`src/sv/lpl_fifo.sv`:
```
// Short register queue between the front and back parts.
`default_nettype none
module lpl_fifo #(
  parameter int WIDTH = 72,
  parameter int DEPTH = 2
) (
  input  wire logic             clk,
  input  wire logic             rst_n,
  input  wire logic             push_valid,
  output logic                  push_ready,
  input  wire logic [WIDTH-1:0] push_data,
  output logic                  pop_valid,
  input  wire logic             pop_ready,
  output logic [WIDTH-1:0]      pop_data
);

  localparam int PTR_W = $clog2(DEPTH);
  localparam int CNT_W = $clog2(DEPTH + 1);

  logic [WIDTH-1:0] slot_r [DEPTH];
  logic [PTR_W-1:0] wr_ptr_r, rd_ptr_r;
  logic [CNT_W-1:0] count_r;
  logic             do_push, do_pop;

  assign push_ready = (count_r != CNT_W'(DEPTH));
  assign pop_valid = (count_r != '0);
  assign pop_data = slot_r[rd_ptr_r];
  assign do_push = push_valid && push_ready;
  assign do_pop = pop_valid && pop_ready;

  // Payload slots.
  always_ff @(posedge clk) begin
    if (do_push) begin
      slot_r[wr_ptr_r] <= push_data;
    end
  end

  // Pointers and fill level.
  always_ff @(posedge clk) begin
    if (!rst_n) begin
      wr_ptr_r <= '0;
      rd_ptr_r <= '0;
      count_r <= '0;
    end else begin
      if (do_push) begin
        wr_ptr_r <= (wr_ptr_r == PTR_W'(DEPTH - 1)) ? '0 : wr_ptr_r + 1'b1;
      end
      if (do_pop) begin
        rd_ptr_r <= (rd_ptr_r == PTR_W'(DEPTH - 1)) ? '0 : rd_ptr_r + 1'b1;
      end
      if (do_push && !do_pop) begin
        count_r <= count_r + 1'b1;
      end else if (do_pop && !do_push) begin
        count_r <= count_r - 1'b1;
      end
    end
  end

endmodule
`default_nettype wire

```
`config.mk`:
```
export PLATFORM = sky130hd
export DESIGN_NAME = lpl_fifo
export DESIGN_NICKNAME = d
export VERILOG_FILES = /design/src/sv/lpl_fifo.sv
export SDC_FILE = /design/constraint.sdc
export NUM_CORES = 1
export LEC_CHECK = 0
export BUFFER_PORTS_ARGS = -buffer_cell sky130_fd_sc_hd__buf_4
export CAP_MARGIN = 20
export CORE_ASPECT_RATIO = 0.9
export CORE_MARGIN = 2
export CORE_UTILIZATION = 54
export CTS_BUF_LIST = sky130_fd_sc_hd__clkbuf_4 sky130_fd_sc_hd__clkbuf_8
export CTS_CLUSTER_SIZE = 20
export DETAILED_ROUTE_END_ITERATION = 10
export HOLD_SLACK_MARGIN = 0.03
export PLACE_DENSITY = 0.82
export SYNTH_ARGS = -nofsm -noshare
export SYNTH_HDL_FRONTEND = slang
export SYNTH_SLANG_ARGS = --single-unit
```
`constraint.sdc`:
```
create_clock -name clk -period 3.59 [get_ports clk]
set_input_delay 0.359 -clock clk [delete_from_list [all_inputs] [get_ports clk]]
set_output_delay 0.359 -clock clk [all_outputs]
set_load 0.01 [all_outputs]
```
=== Word-level counts from Yosys, hierarchy flattened ===
Memories as Yosys holds them, arrays and structs flattened. A register that Yosys moved wholly into a read port is not among the register bits.
Index checks and enable logic that the tools add are counted.

* Register bits after elaboration: 4
* Latch bits: 0
* RAM bits: 144
* Bits in read-only memories: 0
* Input bits: 76
* Output and inout port bits: 74
* Logic and storage cells: 25
* Memories: 1

* Add/subtract/negate cells: 4
* Multipliers: 0
* Div/mod/pow operators: 0
* Order comparisons: 0
* Eq/ne operators: 1
* Shift-type cells: 0
* Muxes and demuxes: 8
* Bitwise gates (word level): 0
* Reductions and logical operators: 8

{| class="wikitable"
|+ Memories
! memory !! words !! bits a word !! read ports !! clocked after Yosys merged registers in !! wr ports !! line !! source
|-
| slot_r || 2 || 72 || 1 || 1 || 1 || 20 || <nowiki>logic [WIDTH-1:0] slot_r [DEPTH];</nowiki>
|}

{| class="wikitable"
|+ Operator list
! kind !! number
|-
| two-way mux 1 bit || 6
|-
| logical AND 1 bit || 4
|-
| two-way mux 2 bit || 2
|-
| nonzero test 2 bit || 2
|-
| adder 1 bit, second input constant || 2
|-
| adder 2 x 1 -> 2 bit, second input constant || 1
|-
| logical NOT 1 bit || 2
|-
| inequality test 2 bit, second input constant || 1
|-
| subtractor 2 x 1 -> 2 bit, second input constant || 1
|}

=== Logic depth before layout (Yosys ltp) ===
* Depth after elaboration: 6
* Gate-level depth with buffers: 6
* Gate-level depth less buffers: 6

=== Worst setup path after synthesis ===
No wires, ideal clock.

* Path kind: register to register
* Start point: register count_r[0]
* End point: memory slot_r[1][0] (enable)
* Library setup time: 0.438 ns
* Arrival time: 2.307 ns
* Data required time: 3.152 ns
* Slack: 0.844 ns
* Stages on the path, launching flop included: 3
* Buffers on the path: 0
* Clock period less this slack: 2.746 ns
* Cell sequence: dfxtp_1 -> nand2b_4 -> and3_1

* Longest elaborated chain between the ends: 4

{| class="wikitable"
|+ Ends and longest elaborated chain
! item !! line !! source
|-
| start: declaration || 22 || <nowiki>logic [CNT_W-1:0] count_r;</nowiki>
|-
| start signal: assignment || 52 || <nowiki>count_r <= count_r + 1'b1;</nowiki>
|-
| start signal: assignment || 54 || <nowiki>count_r <= count_r - 1'b1;</nowiki>
|-
| inequality test 2 bit || 25 || <nowiki>assign push_ready = (count_r != CNT_W'(DEPTH));</nowiki>
|-
| named net push_ready || 10 || <nowiki>output logic push_ready,</nowiki>
|-
| logical AND 1 bit || 28 || <nowiki>assign do_push = push_valid && push_ready;</nowiki>
|-
| two-way mux 1 bit || 33 || <nowiki>if (do_push) begin</nowiki>
|-
| two-way mux 1 bit (implied by the code) || 34 || <nowiki>slot_r[wr_ptr_r] <= push_data;</nowiki>
|-
| end: declaration || 20 ||
|}

The timed path passes the listed nets, and every way through them passes these cells.

==> key figures <==
GRT
  – Global route overflow: 0
  – Initial antenna violation count: 0
  – Vias in the first global route: 2835
  – Total global-route track usage: 17.7%
  – Largest net degree at the start of global routing: 73
  – First-pass GRT wire length: 14100 um

Placement
  – Inst Count DP: 517
  – Dpl ws: 1640 ps
  – DP HPWL: 6040 um
  – RD Place Congestion: 0.718
  – I/O Buffers: 149

Worst setup path
  – Nature of the critical path startpoint: flip-flop
  – CP required: 3230 ps
  – Reg2reg setup slack: 1680 ps
  – Crit path cell chain: mux2_2 > buf_4
  – FF-to-FF path depth: 2
  – Worst path max stage delay: 960 ps
  – Worst Path Arrival: 2010 ps
  – Setup crit end kind: primary output
  – Critical Path End: pop_data[49]
  – Worst-path fanout max: 72
  – Crit Path Class: reg2out
  – Reg-to-reg startpoint: count_r[0]$_SDFFE_PN0P_
  – Worst path slowest cell: dfxtp_4
  – R2r endpoint: slot_r[1][60]$_DFFE_PP_

STA
  – Fin Setup TNS: 0 ps
  – Setup WS post-layout: 1220 ps
  – Fmax: 0.423 GHz
  – Clock skew: 16.3 ps
  – Final Hold Viols: 0
  – Fin crit share: 65.9%
  – Crit path time final: 2370 ps
  – Worst slew pin tran: 1000 ps
  – Hold Worst Slack: 112 ps
  – Final setup vio count: 0
  – Slew Limit Fails: 0
  – RSZ-0062 raised after global routing: no
  – Slew headroom: 33.2%

Run
  – Reported max-cap violation count: 0

Status
  – Status: complete, no violations

Clocking
  – CTS Sinks: 149
  – Clk slew on worst S/H paths: 90 ps
  – Post-CTS Resized: 0
  – Cts bufs inserted: 17
  – Clock latency on the worst-skew pair: 420 ps
  – Postcts setup bufs: 0
  – Number of H-tree levels: 4
  – Max Root-Sink Buffers: 2
  – Post-CTS Hold Buffers: 0
  – Root Buffer: clkbuf_8
  – CTS tree: built

Die
  – Die Y: 99.1 um
  – Row cnt: 34
  – Io pins: 150
  – Starting density of the core: 55.7%
  – Die area: 10900 um2
  – Horiz. Die Dim: 110 um
  – Core Region: 9740 um2

Pwr
  – VDD IR max: 0.000415 V
  – Total power: 4.70 mW
  – PwrDens: 667 nW/um2
  – Pleak: 2.61 nW

Yosys
  – Syn nets: 325
  – Sequential-to-total area share from yosys stat: 81.5%
  – Cell Area, Synth: 5430 um2
  – Synth cell types: 20
  – Mean Syn Cell Area: 21.9 um2
  – Ys Warns: 0
  – Cells after Synth: 248
  – Flops & latches, synth: 149

Detailed routing
  – Routed WL per cell: 17.5 um
  – Metal-1 WL: 3940 um
  – DRC: 0
  – TritonRoute pass-1 iters: 6
  – Metal3 WL: 789 um
  – Routed wl met2: 4750 um
  – DRT antenna net count: 0
  – Top Layer Used: met4
  – Vias per Instance: 5.11
  – Vias: 2808
  – Initial drt markers: 150
  – Final wirelength: 9590 um

Finish
  – Fillers: 618
  – Area Growth Syn to Fin: 29.7%
  – Fin cells: 549
  – Net count, final: 487
  – Ratio of cells with drive above 1 in the final layout: 61.2%
  – Diodes inserted: 0

Worst hold path
  – Hold Crit Class: in2reg
critical path, delay by kind of cell, from the launching register on:
| family | cells | cell delay (ps) |
|---|---|---|
| mux | 1 | 440 |
| flops | 1 | 960 |
| buf+inv | 1 | 150 |
where the power goes:
| part | leakage (nW) | total (mW) | internal (mW) | switching, mW |
|---|---|---|---|---|
| clock network | 0.179 | 1.18 | 0.562 | 0.619 |
| registers | 1.39 | 2.34 | 2.17 | 0.167 |
| logic | 1.05 | 1.18 | 0.685 | 0.496 |
placed cells by master, fill, tap and decap left out:
| master | count |
|---|---|
| dfxtp_1 | 4 |
| o21ai_0 | 1 |
| clkinv_4 | 2 |
| and3_4 | 1 |
| clkinv_2 | 1 |
| a21boi_0 | 1 |
| xnor2_1 | 2 |
| ha_1 | 1 |
| or3_1 | 1 |
| a21boi_1 | 1 |
| bufinv_16 | 1 |
| clkbuf_8 | 17 |
| xor2_1 | 1 |
| clkinvlp_4 | 3 |
| and2_1 | 4 |
| a21bo_2 | 1 |
| edfxtp_1 | 144 |
| clkinv_1 | 2 |
| nand2b_4 | 1 |
| clkbuf_4 | 1 |
| or2_2 | 1 |
| inv_2 | 1 |
| o21ai_1 | 1 |
| dfxtp_4 | 1 |
| nand3b_1 | 1 |
| mux2_2 | 72 |
| inv_6 | 5 |
| buf_4 | 151 |
area by class of cell:
| class | instances | area, um2 | share of cell area, % |
|---|---|---|---|
| Sequential cell | 149 | 4430 | 62.8 |
| Clock inverter | 14 | 126 | 1.79 |
| Tap cell | 126 | 158 | 2.24 |
| Inverter | 1 | 3.75 | 0.0533 |
| Clock buffer | 18 | 241 | 3.43 |
| Timing Repair Buffer | 151 | 1130 | 16.1 |
| Multi-Input combinational cell | 90 | 955 | 13.5 |
synth_stat cells:
master	number	share of area, %
xor2_1	1	0.16
and2_1	4	0.46
buf_4	5	0.69
inv_1	1	0.069
or2_2	1	0.12
mux2_2	72	15
dfxtp_1	5	1.8
o21ai_1	1	0.092
or3_1	1	0.12
and3_1	1	0.12
a21bo_2	1	0.18
nand3b_1	1	0.14
nand2b_4	1	0.25
edfxtp_1	144	80
xnor2_1	2	0.32
a21boi_0	1	0.14
o21ai_0	1	0.092
ha_1	1	0.23
buf_2	3	0.28
a21boi_1	1	0.14
layer usage:
metal | up-vias | track usage [%]
met5 | - | 0
met4 | 0 | 6.23
met3 | 12 | 5.64
met2 | 114 | 27.9
met1 | 1378 | 23.5
li1 | 1304 | -
registers in the layout, indices dropped and copies added (netlist names), named ones only:
name,count
rd_ptr_r,1
slot_r,144
wr_ptr_r,1
count_r,2
worst min-delay path by stage:
stage	start	endpoint	slack, ps	depth (start not counted)
after detailed placement	count_r[1]$_SDFFE_PN0P_	count_r[1]$_SDFFE_PN0P_	550	2
after floorplan	push_data[0]	slot_r[0][0]$_DFFE_PP_	460	0
after global placement	count_r[1]$_SDFFE_PN0P_	count_r[1]$_SDFFE_PN0P_	530	2
final	push_data[57]	slot_r[1][57]$_DFFE_PP_	110	1
after global routing	push_data[71]	slot_r[1][71]$_DFFE_PP_	80	1
after CTS	push_data[57]	slot_r[0][57]$_DFFE_PP_	90	1
metrics by stage:
stage,util [%],instance area [um2]
2_1_floorplan,-,5430
3_3_place_gp,68.5,6680
3_5_place_dp,68.5,6680
4_1_cts,72.3,7050
5_1_grt,72.3,7050
6_report,72.3,7050
logic make-up after synthesis:
family | synth area share [%]
buf+inv | 1.04
xor+xnor | 0.484
fa+ha+maj | 0.230
mux | 14.9
compound gates | 0.645
flops | 81.5
simple gates | 1.20
Power figures use the tool's default switching activity.
