[config.mk]
export PLATFORM = sky130hd
export DESIGN_NAME = lpl_front_flat
export DESIGN_NICKNAME = d
export VERILOG_FILES = /design/src/sv/lpl_pkg.sv /design/src/sv/lpl_if.sv /design/src/sv/lpl_front.sv /design/src/flat_wrapper.sv
export SDC_FILE = /design/constraint.sdc
export NUM_CORES = 1
export LEC_CHECK = 0
export ABC_AREA = 0
export BUFFER_PORTS_ARGS = -buffer_cell sky130_fd_sc_hd__buf_2
export CAP_MARGIN = 20
export CORE_MARGIN = 2
export CORE_UTILIZATION = 45
export CTS_BUF_LIST = sky130_fd_sc_hd__clkbuf_16
export CTS_CLUSTER_SIZE = 8
export DETAILED_ROUTE_END_ITERATION = 8
export GPL_ROUTABILITY_DRIVEN = 0
export HOLD_SLACK_MARGIN = 0.1
export PLACE_DENSITY = 0.7
export SETUP_SLACK_MARGIN = 0.1
export SLEW_MARGIN = 20
export SYNTH_ARGS = -nofsm -noshare
export SYNTH_HDL_FRONTEND = slang
export SYNTH_SLANG_ARGS = --single-unit
[constraint.sdc]
create_clock -name clk -period 4.5 [get_ports clk]
set_input_delay 0.225 -clock clk [delete_from_list [all_inputs] [get_ports clk]]
set_output_delay 0.225 -clock clk [all_outputs]
set_load 0.005 [all_outputs]
[src/sv/lpl_pkg.sv]
// Shared types, constants and a helper function of the lookahead peak limiter.
`default_nettype none
package lpl_pkg;

  localparam int GAIN_W = 24;
  localparam int LEN_W = 10;
  localparam int STAMP_W = 16;
  localparam int CFG_IDX_W = 3;
  localparam int CFG_DATA_W = 24;
  localparam int DIV_STEPS = 23;

  localparam logic [GAIN_W-1:0] UNITY = 24'd8388608;

  // Register reset values.
  localparam logic [GAIN_W-1:0] RST_CEILING = 24'd8103858;
  localparam logic [LEN_W-1:0] RST_LOOKAHEAD = 10'd288;
  localparam logic [GAIN_W-1:0] RST_ATTACK = 24'd115700;
  localparam logic [GAIN_W-1:0] RST_ATTACK2 = 24'd172955;
  localparam logic [GAIN_W-1:0] RST_RELEASE = 24'd874;
  localparam logic RST_STEREO = 1'b1;

  // Register indexes on the configuration port.
  typedef enum logic [CFG_IDX_W-1:0] {
    CFG_CEILING   = 3'd0,
    CFG_LOOKAHEAD = 3'd1,
    CFG_ATTACK    = 3'd2,
    CFG_ATTACK2   = 3'd3,
    CFG_RELEASE   = 3'd4,
    CFG_STEREO    = 3'd5
  } cfg_idx_t;

  typedef struct packed {
    logic [GAIN_W-1:0] ceiling_gain;
    logic [LEN_W-1:0]  lookahead_length;
    logic [GAIN_W-1:0] attack_coeff;
    logic [GAIN_W-1:0] attack_coeff_second;
    logic [GAIN_W-1:0] release_coeff;
    logic              stereo_mode;
  } cfg_t;

  typedef enum logic [1:0] {
    FE_IDLE,
    FE_CHECK,
    FE_DIV,
    FE_PUSH
  } fe_state_t;

  typedef enum logic [3:0] {
    BE_CLEAR,
    BE_IDLE,
    BE_TAIL_RD,
    BE_TAIL_CMP,
    BE_WRITE,
    BE_HEAD_RD,
    BE_HEAD_CMP,
    BE_SM1_MUL,
    BE_SM1_ADD,
    BE_SM2_MUL,
    BE_SM2_ADD,
    BE_OUTL_MUL,
    BE_OUTL_FIN,
    BE_OUTR_MUL,
    BE_OUTR_FIN,
    BE_DONE
  } be_state_t;

  // Gains and coefficients above 1.0 act as 1.0.
  function automatic logic [GAIN_W-1:0] sat_unity(input logic [GAIN_W-1:0] v);
    return (v > UNITY) ? UNITY : v;
  endfunction

endpackage
`default_nettype wire

[src/sv/lpl_if.sv]
// Channel interfaces: input frames, limited results and configuration writes.
`default_nettype none
interface lpl_in_if #(parameter int SAMPLE_BITS = 24) ();
  logic                          valid;
  logic                          ready;
  logic signed [SAMPLE_BITS-1:0] sample_left;
  logic signed [SAMPLE_BITS-1:0] sample_right;
  modport source (output valid, sample_left, sample_right, input ready);
  modport sink (input valid, sample_left, sample_right, output ready);
endinterface

`default_nettype wire

[src/sv/lpl_front.sv]
// Front part: accepts a frame, finds its peak and divides out the required gain.
`default_nettype none
module lpl_front #(
  parameter int SAMPLE_BITS = 24
) (
  input  wire logic                            clk,
  input  wire logic                            rst_n,
  input  wire lpl_pkg::cfg_t                   cfg,
  input  wire logic                            enable,
  lpl_in_if.sink                               in_chan,
  output logic                                 push_valid,
  input  wire logic                            push_ready,
  output logic [lpl_pkg::GAIN_W+2*SAMPLE_BITS-1:0] push_data
);

  import lpl_pkg::*;

  localparam int SB = SAMPLE_BITS;
  localparam int FRAC = SB - 5;
  localparam int CW = GAIN_W + FRAC;
  localparam int STEP_W = $clog2(DIV_STEPS);

  fe_state_t state_r, state_nxt;

  logic signed [SB-1:0] xl_r, xr_r;
  logic [SB-1:0]        pk_r;
  logic [SB:0]          rem_r;
  logic [22:0]          lo_r;
  logic [GAIN_W-1:0]    q_r;
  logic [STEP_W-1:0]    step_r;

  logic [SB-1:0]        abs_l, abs_r, pk_in;
  logic [CW-1:0]        cscaled;
  logic                 need_div, accept, div_last;
  logic [SB:0]          trial;
  logic                 q_bit;

  // Peak magnitude of the incoming word; mono ignores the right channel.
  always_comb begin
    abs_l = in_chan.sample_left[SB-1] ? (~in_chan.sample_left + 1'b1) : in_chan.sample_left;
    abs_r = in_chan.sample_right[SB-1] ? (~in_chan.sample_right + 1'b1)
                                       : in_chan.sample_right;
    if (!cfg.stereo_mode) begin
      abs_r = '0;
    end
    pk_in = (abs_r > abs_l) ? abs_r : abs_l;
  end

  // Ceiling in sample scale and the test for a gain below unity.
  assign cscaled = {sat_unity(cfg.ceiling_gain), {FRAC{1'b0}}};
  assign need_div = ({pk_r, 23'd0} > (SB + 23)'(cscaled));

  // One restoring division step per cycle.
  assign trial = {rem_r[SB-1:0], lo_r[22]};
  assign q_bit = (trial >= {1'b0, pk_r});
  assign div_last = (step_r == STEP_W'(DIV_STEPS - 1));
  assign accept = in_chan.valid && in_chan.ready;

  // Next state.
  always_comb begin
    state_nxt = state_r;
    unique case (state_r)
      FE_IDLE:  if (accept) state_nxt = FE_CHECK;
      FE_CHECK: state_nxt = need_div ? FE_DIV : FE_PUSH;
      FE_DIV:   if (div_last) state_nxt = FE_PUSH;
      FE_PUSH:  if (push_ready) state_nxt = FE_IDLE;
      default:  state_nxt = FE_IDLE;
    endcase
  end

  // Handshake outputs.
  always_comb begin
    in_chan.ready = (state_r == FE_IDLE) && enable;
    push_valid = (state_r == FE_PUSH);
    push_data = {q_r, xl_r, xr_r};
  end

  always_ff @(posedge clk) begin
    if (!rst_n) begin
      state_r <= FE_IDLE;
    end else begin
      state_r <= state_nxt;
    end
  end

  // Datapath registers.
  always_ff @(posedge clk) begin
    case (state_r)
      FE_IDLE: begin
        if (accept) begin
          xl_r <= in_chan.sample_left;
          xr_r <= cfg.stereo_mode ? in_chan.sample_right : '0;
          pk_r <= pk_in;
        end
      end
      FE_CHECK: begin
        rem_r <= (SB + 1)'(cscaled[CW-1:23]);
        lo_r <= cscaled[22:0];
        q_r <= need_div ? '0 : UNITY;
        step_r <= '0;
      end
      FE_DIV: begin
        rem_r <= q_bit ? (trial - {1'b0, pk_r}) : trial;
        lo_r <= {lo_r[21:0], 1'b0};
        q_r <= {q_r[GAIN_W-2:0], q_bit};
        step_r <= step_r + 1'b1;
      end
      default: begin
      end
    endcase
  end

endmodule
`default_nettype wire

[src/flat_wrapper.sv]
// flat-port wrapper written by rule: the top's interface ports become plain ports
module lpl_front_flat import lpl_pkg::*;
#(
  parameter int SAMPLE_BITS = 24
)
  (clk, rst_n, cfg, enable, push_valid, push_ready, push_data, in_chan_valid, in_chan_sample_left, in_chan_sample_right, in_chan_ready);
  lpl_in_if #(.SAMPLE_BITS(SAMPLE_BITS)) in_chan_i ();
  input  wire logic clk;
  input  wire logic rst_n;
  input  wire lpl_pkg::cfg_t cfg;
  input  wire logic enable;
  output logic push_valid;
  input  wire logic push_ready;
  output logic [lpl_pkg::GAIN_W+2*SAMPLE_BITS-1:0] push_data;
  input wire logic [$bits(in_chan_i.valid)-1:0] in_chan_valid;
  input wire logic [$bits(in_chan_i.sample_left)-1:0] in_chan_sample_left;
  input wire logic [$bits(in_chan_i.sample_right)-1:0] in_chan_sample_right;
  output wire logic [$bits(in_chan_i.ready)-1:0] in_chan_ready;
  assign in_chan_i.valid = in_chan_valid;
  assign in_chan_i.sample_left = in_chan_sample_left;
  assign in_chan_i.sample_right = in_chan_sample_right;
  assign in_chan_ready = in_chan_i.ready;
  lpl_front #(.SAMPLE_BITS(SAMPLE_BITS)) u_core (.clk(clk), .rst_n(rst_n), .cfg(cfg), .enable(enable), .in_chan(in_chan_i), .push_valid(push_valid), .push_ready(push_ready), .push_data(push_data));
endmodule
Word level (Yosys, flattened, before mapping):

Cells that the tools add are included.

* $add $sub $neg: 4
* $lt $le $gt $ge: 4
* eq/ne operators: 7
* mux-type cells: 16
* bitwise operators: 2
* reductions and logical operators: 6

Operator list (number)
* $mux W24: 7
* $pmux W24 S2: 2
* $add A24 B1 Y24 const B: 2
* $not A24 Y24: 2
* $gt A47 B43 Y1: 1
* $pmux W23 S2: 1
* $ge A25 B24 Y1: 1
* $gt A24 B24 Y1: 1
* $gt A24 B24 Y1 const B: 1
* $sub A24 B24 Y24: 1
* $pmux W5 S2: 1
* $pmux W2 S4: 1
* $mux W2: 3
* $ne A2 B1 Y1 const B: 3
* $add A5 B1 Y5 const B: 1
* $eq A5 B5 Y1 const B: 1
* $eq A2 B2 Y1 const B: 2
* $reduce_and A3 Y1: 1
* $eq A2 B1 Y1 const B: 1
* $logic_and A1 B1 Y1: 2
* $logic_not A2 Y1: 1
* $reduce_and A2 Y1: 1
* $reduce_bool A2 Y1: 1
* $mux W1: 1

* register bits after elaboration: 150
* input port bits: 160
* output and inout bits: 74
* word-level logic and storage cells: 47

Longest topological paths before layout:

Gate-level depths: netlist of the first run.

* word-level depth: 6
* gate-level depth with buffers: 20

Least setup slack after synthesis of the first run:

Ideal clock, no wire load.

* kind: input to register
* start point: in in_chan_sample_right[2]
* end point: reg u_core.pk_r[10] (data pin)
* setup time: 0.265 ns
* data arrival time: 3.657 ns
* path slack: 0.578 ns
* stages on the path: 17
* path buffers: 2
* path through: or4_4 -> or4_4 -> o41ai_1 -> xor2_1 -> nand2b_1 -> inv_1 -> ha_1 -> nand3_1 -> nor3_1 -> a21oi_1 -> o21a_1 -> a21oi_1 -> nor3b_1 -> or3_1 -> buf_6 -> buf_2 -> mux2i_1

* longest elaborated chain between the ends: 6

RTL lines
* start, declared: line flat_wrapper.sv:17 `input wire logic [$bits(in_chan_i.sample_right)-1:0] in_chan_sample_right;`
* $not A24 Y24: line lpl_front.sv:41 `abs_r = in_chan.sample_right[SB-1] ? (~in_chan.sample_right + 1'b1)`
* $add A24 B1 Y24: line lpl_front.sv:41
* $mux W24 *: line lpl_front.sv:41
* $mux W24 *: line lpl_front.sv:43 `if (!cfg.stereo_mode) begin`
* $gt A24 B24 Y1: line lpl_front.sv:46 `pk_in = (abs_r > abs_l) ? abs_r : abs_l;`
* $mux W24 *: line lpl_front.sv:46
* named net u_core.pk_in[10]: line lpl_front.sv:32 `logic [SB-1:0] abs_l, abs_r, pk_in;`
* end signal, assigned: line lpl_front.sv:93 `pk_r <= pk_in;`
* end, declared: line lpl_front.sv:26 `logic [SB-1:0] pk_r;`

The timed path passes the listed nets; every way through them passes the cells marked *.
A chain may end at the register's enable or synchronous reset.

Worst setup path after layout of the first run:

* start point: in in_chan_sample_left[8]
* end point: reg u_core.pk_r[17] (data pin)

* longest elaborated chain between the ends: 5

RTL lines
* start, declared: line flat_wrapper.sv:16 `input wire logic [$bits(in_chan_i.sample_left)-1:0] in_chan_sample_left;`
* $not A24 Y24: line lpl_front.sv:40 `abs_l = in_chan.sample_left[SB-1] ? (~in_chan.sample_left + 1'b1) : in_chan.sample_left;`
* $add A24 B1 Y24: line lpl_front.sv:40
* $mux W24 *: line lpl_front.sv:40
* $gt A24 B24 Y1: line lpl_front.sv:46
* $mux W24 *: line lpl_front.sv:46
* named net u_core.pk_in[17]: line lpl_front.sv:32

Marks and branches as above.

==> summary.txt, run 1 <==
Run status
  • Outcome: finished clean

Critical path
  • Buf+Inv Stages, Crit Path: 3
  • Crit-path cells: dlygate4sd3_1, buf_2, or4_1, nor4_2, nand2_1, or2_1, o21ai_0, xor2_1, ha_1, a21oi_1, nor2b_1, o21ai_0, a21oi_1, nand3b_1, a211oi_2, or3_4, buf_12, mux2i_1
  • Setup CP Type: input port to flip-flop
  • Crit-path max cell delay: 570 ps
  • Startpoint Class: input port
  • Delay-heaviest family, CP: simple AND/OR/NAND/NOR gates
  • Critical path peak fanout: 23
  • CP required: 4750 ps
  • Setup crit end kind: flip-flop
  • Worst-path cell with the longest stage delay: or4_1
  • Crit path DAT: 4400 ps

Floorplanning
  • Die footprint: 0.0206 mm^2
  • Die X: 143 um
  • Die H: between 100 and 150 um
  • Core area: 0.0193 mm^2
  • Num rows: 51
  • Initial Util: between 40% and 50%
  • # IOs: between 200 and 250

Final layout
  • Utilization after layout: 55.4%
  • Nets: 1,253
  • Final instance area: 0.0107 mm^2
  • Leading cell types in the layout, fill and taps excluded: buf_2 (151), edfxtp_1 (129), nand2_1 (74), ha_1 (74), inv_1 (69)
  • N_diodes: 0
  • Commonest non-fill, non-tap cell in the layout: buf_2
  • Layout area overhead: 21.9%
  • Layout cells sized above 1: roughly a fifth

Placement
  • Setup Slack @ Placement: roughly 180 ps
  • Post-DP Area: 0.00979 mm^2
  • Port Buffers: ~150
  • Post-detail-place hpwl: about 16,000 um

Timing
  • Max-slew violations: 0
  • Final setup margin: 351 ps
  • RSZ-0062 raised after global routing: false
  • Fmax: approximately 0.24 GHz
  • Min Hold Slack: 130 ps
  • Final min period: approximately 4100 ps
  • Worst Skew: 7.00 ps
  • Worst rel slew slack: 41.6%
  • Final setup violation count: 0
  • TNS Setup: 0 ps
  • Period Utilization, post-route: 92.2%
  • Slew @ Worst Pin: 875 ps
  • Fin. Hold Viols: 0

Clock tree
  • Num CTS Buffers: 17
  • Clk buf depth: 2
  • Clock Latency Late Sink: 420 ps
  • Postcts setup bufs: 0
  • CTS Root Cell: clkbuf_16
  • H-tree depth: 4
  • CTS Sinks: 131
  • CTS tree: yes
  • Clk slew on worst S/H paths: approximately 60 ps

Routing
  • Final ANT Viol Nets: 0
  • Via density: about 5.3
  • Starting DRC count in detailed routing: 483
  • Detailed-route DRC error count: 0
  • Detail Route met3 WL: 826 um
  • DR WL met2: a little over 10,000 um
  • Drt first pass iters: 5
  • Routed wire length: about 21,000 um
  • M1 wire length: 9510 um
  • Wire per inst: between 15 and 20 um
  • Max layer used: met5
  • Vias: just under 7k

Power and ir drop
  • Psw: 2.22 mW
  • Comb power frac: 41.5%
  • Part of the power in the clock network: 24.0%
  • Max IR drop VDD: 0.314 mV
  • Seq pwr share: about 35%
  • Pint: 3.85 mW
  • Leakage: 4.82 nW
  • Net Sw Frac: 36.5%
  • PwrDens: 568 mW/mm^2

GRT
  • All-Layer GR Usage: 20.6%
  • Remaining global-route overflow: 0
  • First-pass GRT wire length: 32,800 um
  • Initial antenna violation count: 1
  • Pin count of the biggest net entering global routing: between 50 and 60
  • Vias in the first global route: 6,485

Synth
  • Syn Inst Count: 841
  • Post-Syn Nets: 1,078
  • #FFs+latches synth: 131
  • Ys flop type: edfxtp_1
  • Synthesized area: 0.00875 mm^2
  • Mean post-synth cell area: roughly 10 um^2
  • Ys async rst share: 0%
  • Post-synth EDFFs: around 130
  • Distinct cells, synth: 66
  • Sequential share of the synthesized area: 44.7%
  • Synthesis Warnings: 0

Hold path
  • Hold Path Class: input port to flip-flop

Flow run
  • Max capacitance violation total: 0
-- power groups by stage --
stage / logic (mW) / registers (mW) / clock network, mW
after global placement: 2.45 / 2.10 / 0
final: 2.52 / 2.09 / 1.46
after floorplan: 1.79 / 2.09 / 0
after global routing: 2.82 / 2.13 / 1.52
after CTS: 2.52 / 2.09 / 1.48
after detailed placement: 2.49 / 2.10 / 0
-- cells in the mapped netlist (3+ instances only) --
cell type | number | area share, %
edfxtp_1 | 129 | 44
ha_1 | 76 | 11
nand2_1 | 74 | 3.2
inv_1 | 68 | 2.9
a21oi_1 | 57 | 3.3
and2_1 | 51 | 3.6
xor2_1 | 47 | 4.7
o21ai_0 | 35 | 2.0
mux2i_1 | 29 | 3.3
nand2b_1 | 28 | 2.0
a21o_1 | 26 | 2.2
nor2_1 | 22 | 0.94
clkbuf_1 | 17 | 0.73
xnor2_1 | 17 | 1.7
o31ai_1 | 12 | 1.0
or3_1 | 11 | 0.79
o21a_1 | 10 | 0.86
nand3_1 | 9 | 0.51
nor2b_1 | 9 | 0.64
nor3_1 | 9 | 0.51
a22o_1 | 8 | 0.80
nand4_1 | 8 | 0.57
nor4_1 | 7 | 0.50
or4_1 | 7 | 0.60
a31oi_1 | 5 | 0.36
and3_1 | 5 | 0.36
o41ai_1 | 5 | 0.50
a211oi_1 | 4 | 0.34
buf_2 | 4 | 0.23
buf_4 | 3 | 0.26
or2_2 | 3 | 0.21
or4_4 | 3 | 0.39
-- worst register-to-register path, delay by kind of cell, from the launching register on --
kind            cells  cell delay, ps
buf+inv             2             390
flops               1             400
simple gates        1             450
compound gates      6            1300
fa+ha+maj           1             330
-- state kept, by name, summed over array words and instances (netlist names) --
register        count
u_core.lo_r         4
u_core.step_r       5
u_core.rem_r       24
u_core.xr_r        24
u_core.q_r         24
u_core.xl_r        24
u_core.state_r      2
u_core.pk_r        24
-- worst paths after layout --
| path | to | cells past startpoint | from | slack (ps) |
|---|---|---|---|---|
| max | u_core.pk_r[17] | 18 | in_chan_sample_left[8] | 350 |
| min | u_core.xr_r[8] | 2 | in_chan_sample_right[8] | 130 |
| max reg2reg | u_core.rem_r[2] | 10 | u_core.pk_r[14] | 1380 |
| min reg2reg | u_core.state_r[0] | 1 | u_core.state_r[0] | 550 |
-- repair_timing --
| item | 4_1_cts | 5_1_grt |
|---|---|---|
| resized for setup | 0 | 4 |
| setup endpoints to repair | 0 | 24 |
| hold buffers | 24 | 0 |
| endpoints found under the hold margin | 25 | 0 |
-- metal layers --
layer  vias to the layer above  track usage, %
met5                         -               0
met4                         2            6.86
met2                       145            34.3
met1                      3241            26.7
met3                        27            4.53
li1                       3409               -
-- cell type report --
| type | instances | area, um^2 |
|---|---|---|
| clock buffer | 17 | 425 |
| inverter | 68 | 255 |
| sequential | 131 | 3910 |
| fill | 1737 | 8600 |
| multi-input combinational | 615 | 4480 |
| tap | 265 | 332 |
| clock inverter | 15 | 191 |
| timing repair buffer | 183 | 1070 |
-- logic make-up (layout without fill, tap and decap cells) --
logic type / after synthesis / count (layout) / synth area share (%)
compound gates: 189 / 189 / 14.2
simple gates: 255 / 255 / 15.7
fa+ha+maj: 77 / 77 / 11.1
xor+xnor: 64 / 64 / 6.41
buf+inv: 95 / 283 / 4.43
flops: 131 / 131 / 44.7
mux: 30 / 30 / 3.45
-- metrics by stage --
stage,cells,power (mW)
detailed placement,1238,4.59
CTS,1294,6.09
floorplan,841,3.88
global route,1294,6.47
global placement,1238,4.54
finish,1294,6.06
Power figures use the tool's default switching activity.
==> inputs of run 2 (changes only) <==
CAP_MARGIN = not set   (was 20)
CELL_PAD_IN_SITES_DETAIL_PLACEMENT = 1   (was not set)
CELL_PAD_IN_SITES_GLOBAL_PLACEMENT = 1   (was not set)
CORE_UTILIZATION = 41   (was 45)
PLACE_DENSITY = 0.81   (was 0.7)
==> summary.txt, run 2 (synthesis gave the netlist of run 1 again) <==
Floorplanning
  • Initial Util: around two fifths
  • Die footprint: roughly 0.023 mm^2
  • # IOs: 234
  • Core area: approximately 0.021 mm^2
  • Die X: 150 um
  • Num rows: 53
  • Die H: 150 um

Routing
  • Detail Route met3 WL: 923 um
  • Wire per inst: 19.7 um
  • Starting DRC count in detailed routing: 404
  • DR WL met2: 13,400 um
  • M1 wire length: 11,000 um
  • Vias: slightly above 7k
  • Detailed-route DRC error count: 0
  • Max layer used: met4
  • Routed wire length: approximately 26,000 um
  • Final ANT Viol Nets: 0
  • Via density: 5.51
  • Drt first pass iters: 5

Critical path
  • Worst path depth: 18
  • Critical Path Start: in_chan_sample_left[9]
  • Reg2Reg Depth: 10
  • Reg2reg start: u_core.pk_r[14]
  • Startpoint Class: input port
  • Cell repeated most along the worst path: a21oi_1
  • Crit-path cells: dlygate4sd3_1, buf_2, or4_4, nor4_2, nand2_1, or2_1, o21ai_1, xor2_1, ha_1, a21oi_1, nor2b_1, o21ai_0, a21oi_1, nand3b_1, a211oi_1, or3_4, buf_12, mux2i_1
  • Reg2Reg Setup Slack: 1220 ps
  • Crit-path max cell delay: ~530 ps
  • Worst reg2reg endpoint: u_core.rem_r[22]
  • CP required: 4740 ps
  • Setup crit end kind: flip-flop
  • Critical path peak fanout: 20
  • Setup crit end: u_core.pk_r[17]
  • Delay-heaviest family, CP: simple AND/OR/NAND/NOR gates
  • Buf+Inv Stages, Crit Path: 3
  • Crit path DAT: 4460 ps
  • Setup CP Type: input port to flip-flop
  • Worst-path cell with the longest stage delay: dlygate4sd3_1

GRT
  • First-pass GRT wire length: 41,200 um
  • Vias in the first global route: just under 8k
  • Remaining global-route overflow: 0
  • Initial antenna violation count: 0
  • Pin count of the biggest net entering global routing: 44
  • All-Layer GR Usage: 23.8%

Power and ir drop
  • Total power: 6.16 mW
  • Leakage: approximately 4.8 nW
  • PwrDens: approximately 580 mW/mm^2
  • Max IR drop VDD: 0.323 mV

Final layout
  • Layout cells sized above 1: roughly a fifth
  • Nets: 1,257
  • Fillcell total: 2,414
  • Commonest non-fill, non-tap cell in the layout: buf_2
  • FF+latch area: ~0.0039 mm^2
  • Multi-input gate area: 0.00448 mm^2
  • Layout area overhead: 21.9%
  • Leading cell types in the layout, fill and taps excluded: buf_2 (151), edfxtp_1 (129), nand2_1 (74), ha_1 (74), inv_1 (67)
  • N_diodes: 0

Flow run
  • Max capacitance violation total: 0

Timing
  • Worst Skew: between 10 and 15 ps
  • Period Utilization, post-route: 93.8%
  • Slew @ Worst Pin: 863 ps
  • Fmax: 0.237 GHz
  • TNS Setup: 0 ps
  • Fin. Hold Viols: 0
  • Worst rel slew slack: 42.3%
  • Max-slew violations: 0
  • Final setup margin: approximately 280 ps
  • RSZ-0062 raised after global routing: false
  • Final min period: between 4000 and 5000 ps
  • Final setup violation count: 0

Clock tree
  • Num CTS Buffers: 17
  • Postcts setup bufs: 0
  • CTS Root Cell: clkbuf_16
  • CTS Sinks: approximately 130
  • Clk buf depth: 2
  • Clk slew on worst S/H paths: 60 ps
  • CTS tree: yes
  • Clock Latency Late Sink: ~430 ps
  • H-tree depth: 4

Hold path
  • Hold Startpoint: cfg[100]
  • Hold Path Class: input port to flip-flop

Run status
  • Outcome: finished clean

Placement
  • Port Buffers: ~150
  • Setup Slack @ Placement: 123 ps
  • Post-detail-place hpwl: between 15,000 and 20,000 um
## run 2: layout make-up
class                      instances  share of cell area [%]
multi-input combinational        615                    42.0
sequential                       131                    36.7
inverter                          68                    2.39
clock buffer                      17                    3.99
clock inverter                    15                    1.38
timing repair buffer             187                    10.3
tap                              275                    3.23
## run 2: worst reg2reg max path: cells and delay by family (launching register included)
kind | cells | cell delay (ps)
simple gates | 2 | 790
flops | 1 | 450
fa+ha+maj | 1 | 280
compound gates | 5 | 1120
buf+inv | 2 | 380
## run 2: repair_timing
| action | in CTS | in global routing |
|---|---|---|
| hold endpoints to repair | 26 | 0 |
| setup endpoints to repair | 0 | 24 |
| gates resized for setup | 0 | 4 |
| hold buffers | 25 | 0 |
## run 2: metrics by stage
step                      utilization, %  instance area, um^2  hold WS (ps)  std cells
after global placement              46.9                 9830           439       1251
after global routing                50.9                10700           124       1308
after detailed placement            46.9                 9830           445       1251
final                               50.9                10700           128       1308
after floorplan                        -                 8750           324        841
after CTS                           50.8                10600           106       1308
## run 2: worst min path at each step
stage | to | slack (ps) | cells after the start
floorplan | u_core.xl_r[0] | 320 | 0
finish | u_core.rem_r[13] | 130 | 2
detailed placement | u_core.xl_r[1] | 440 | 1
CTS | u_core.xr_r[8] | 110 | 2
global route | u_core.xr_r[19] | 120 | 2
global placement | u_core.xl_r[1] | 440 | 1
## run 2: routing by layer
layer,vias to the layer above,global-route usage (%)
met5,-,0
met4,0,7.36
met3,34,3.90
met2,182,42.2
met1,3579,29.5
li1,3412,-
## run 2: report_power, final
part	leakage, nW	switching, mW	total [mW]	internal (mW)
Combinational	3.30	1.61	2.65	1.04
Sequential	1.24	0.212	2.11	1.89
Clock	0.274	0.624	1.40	0.777
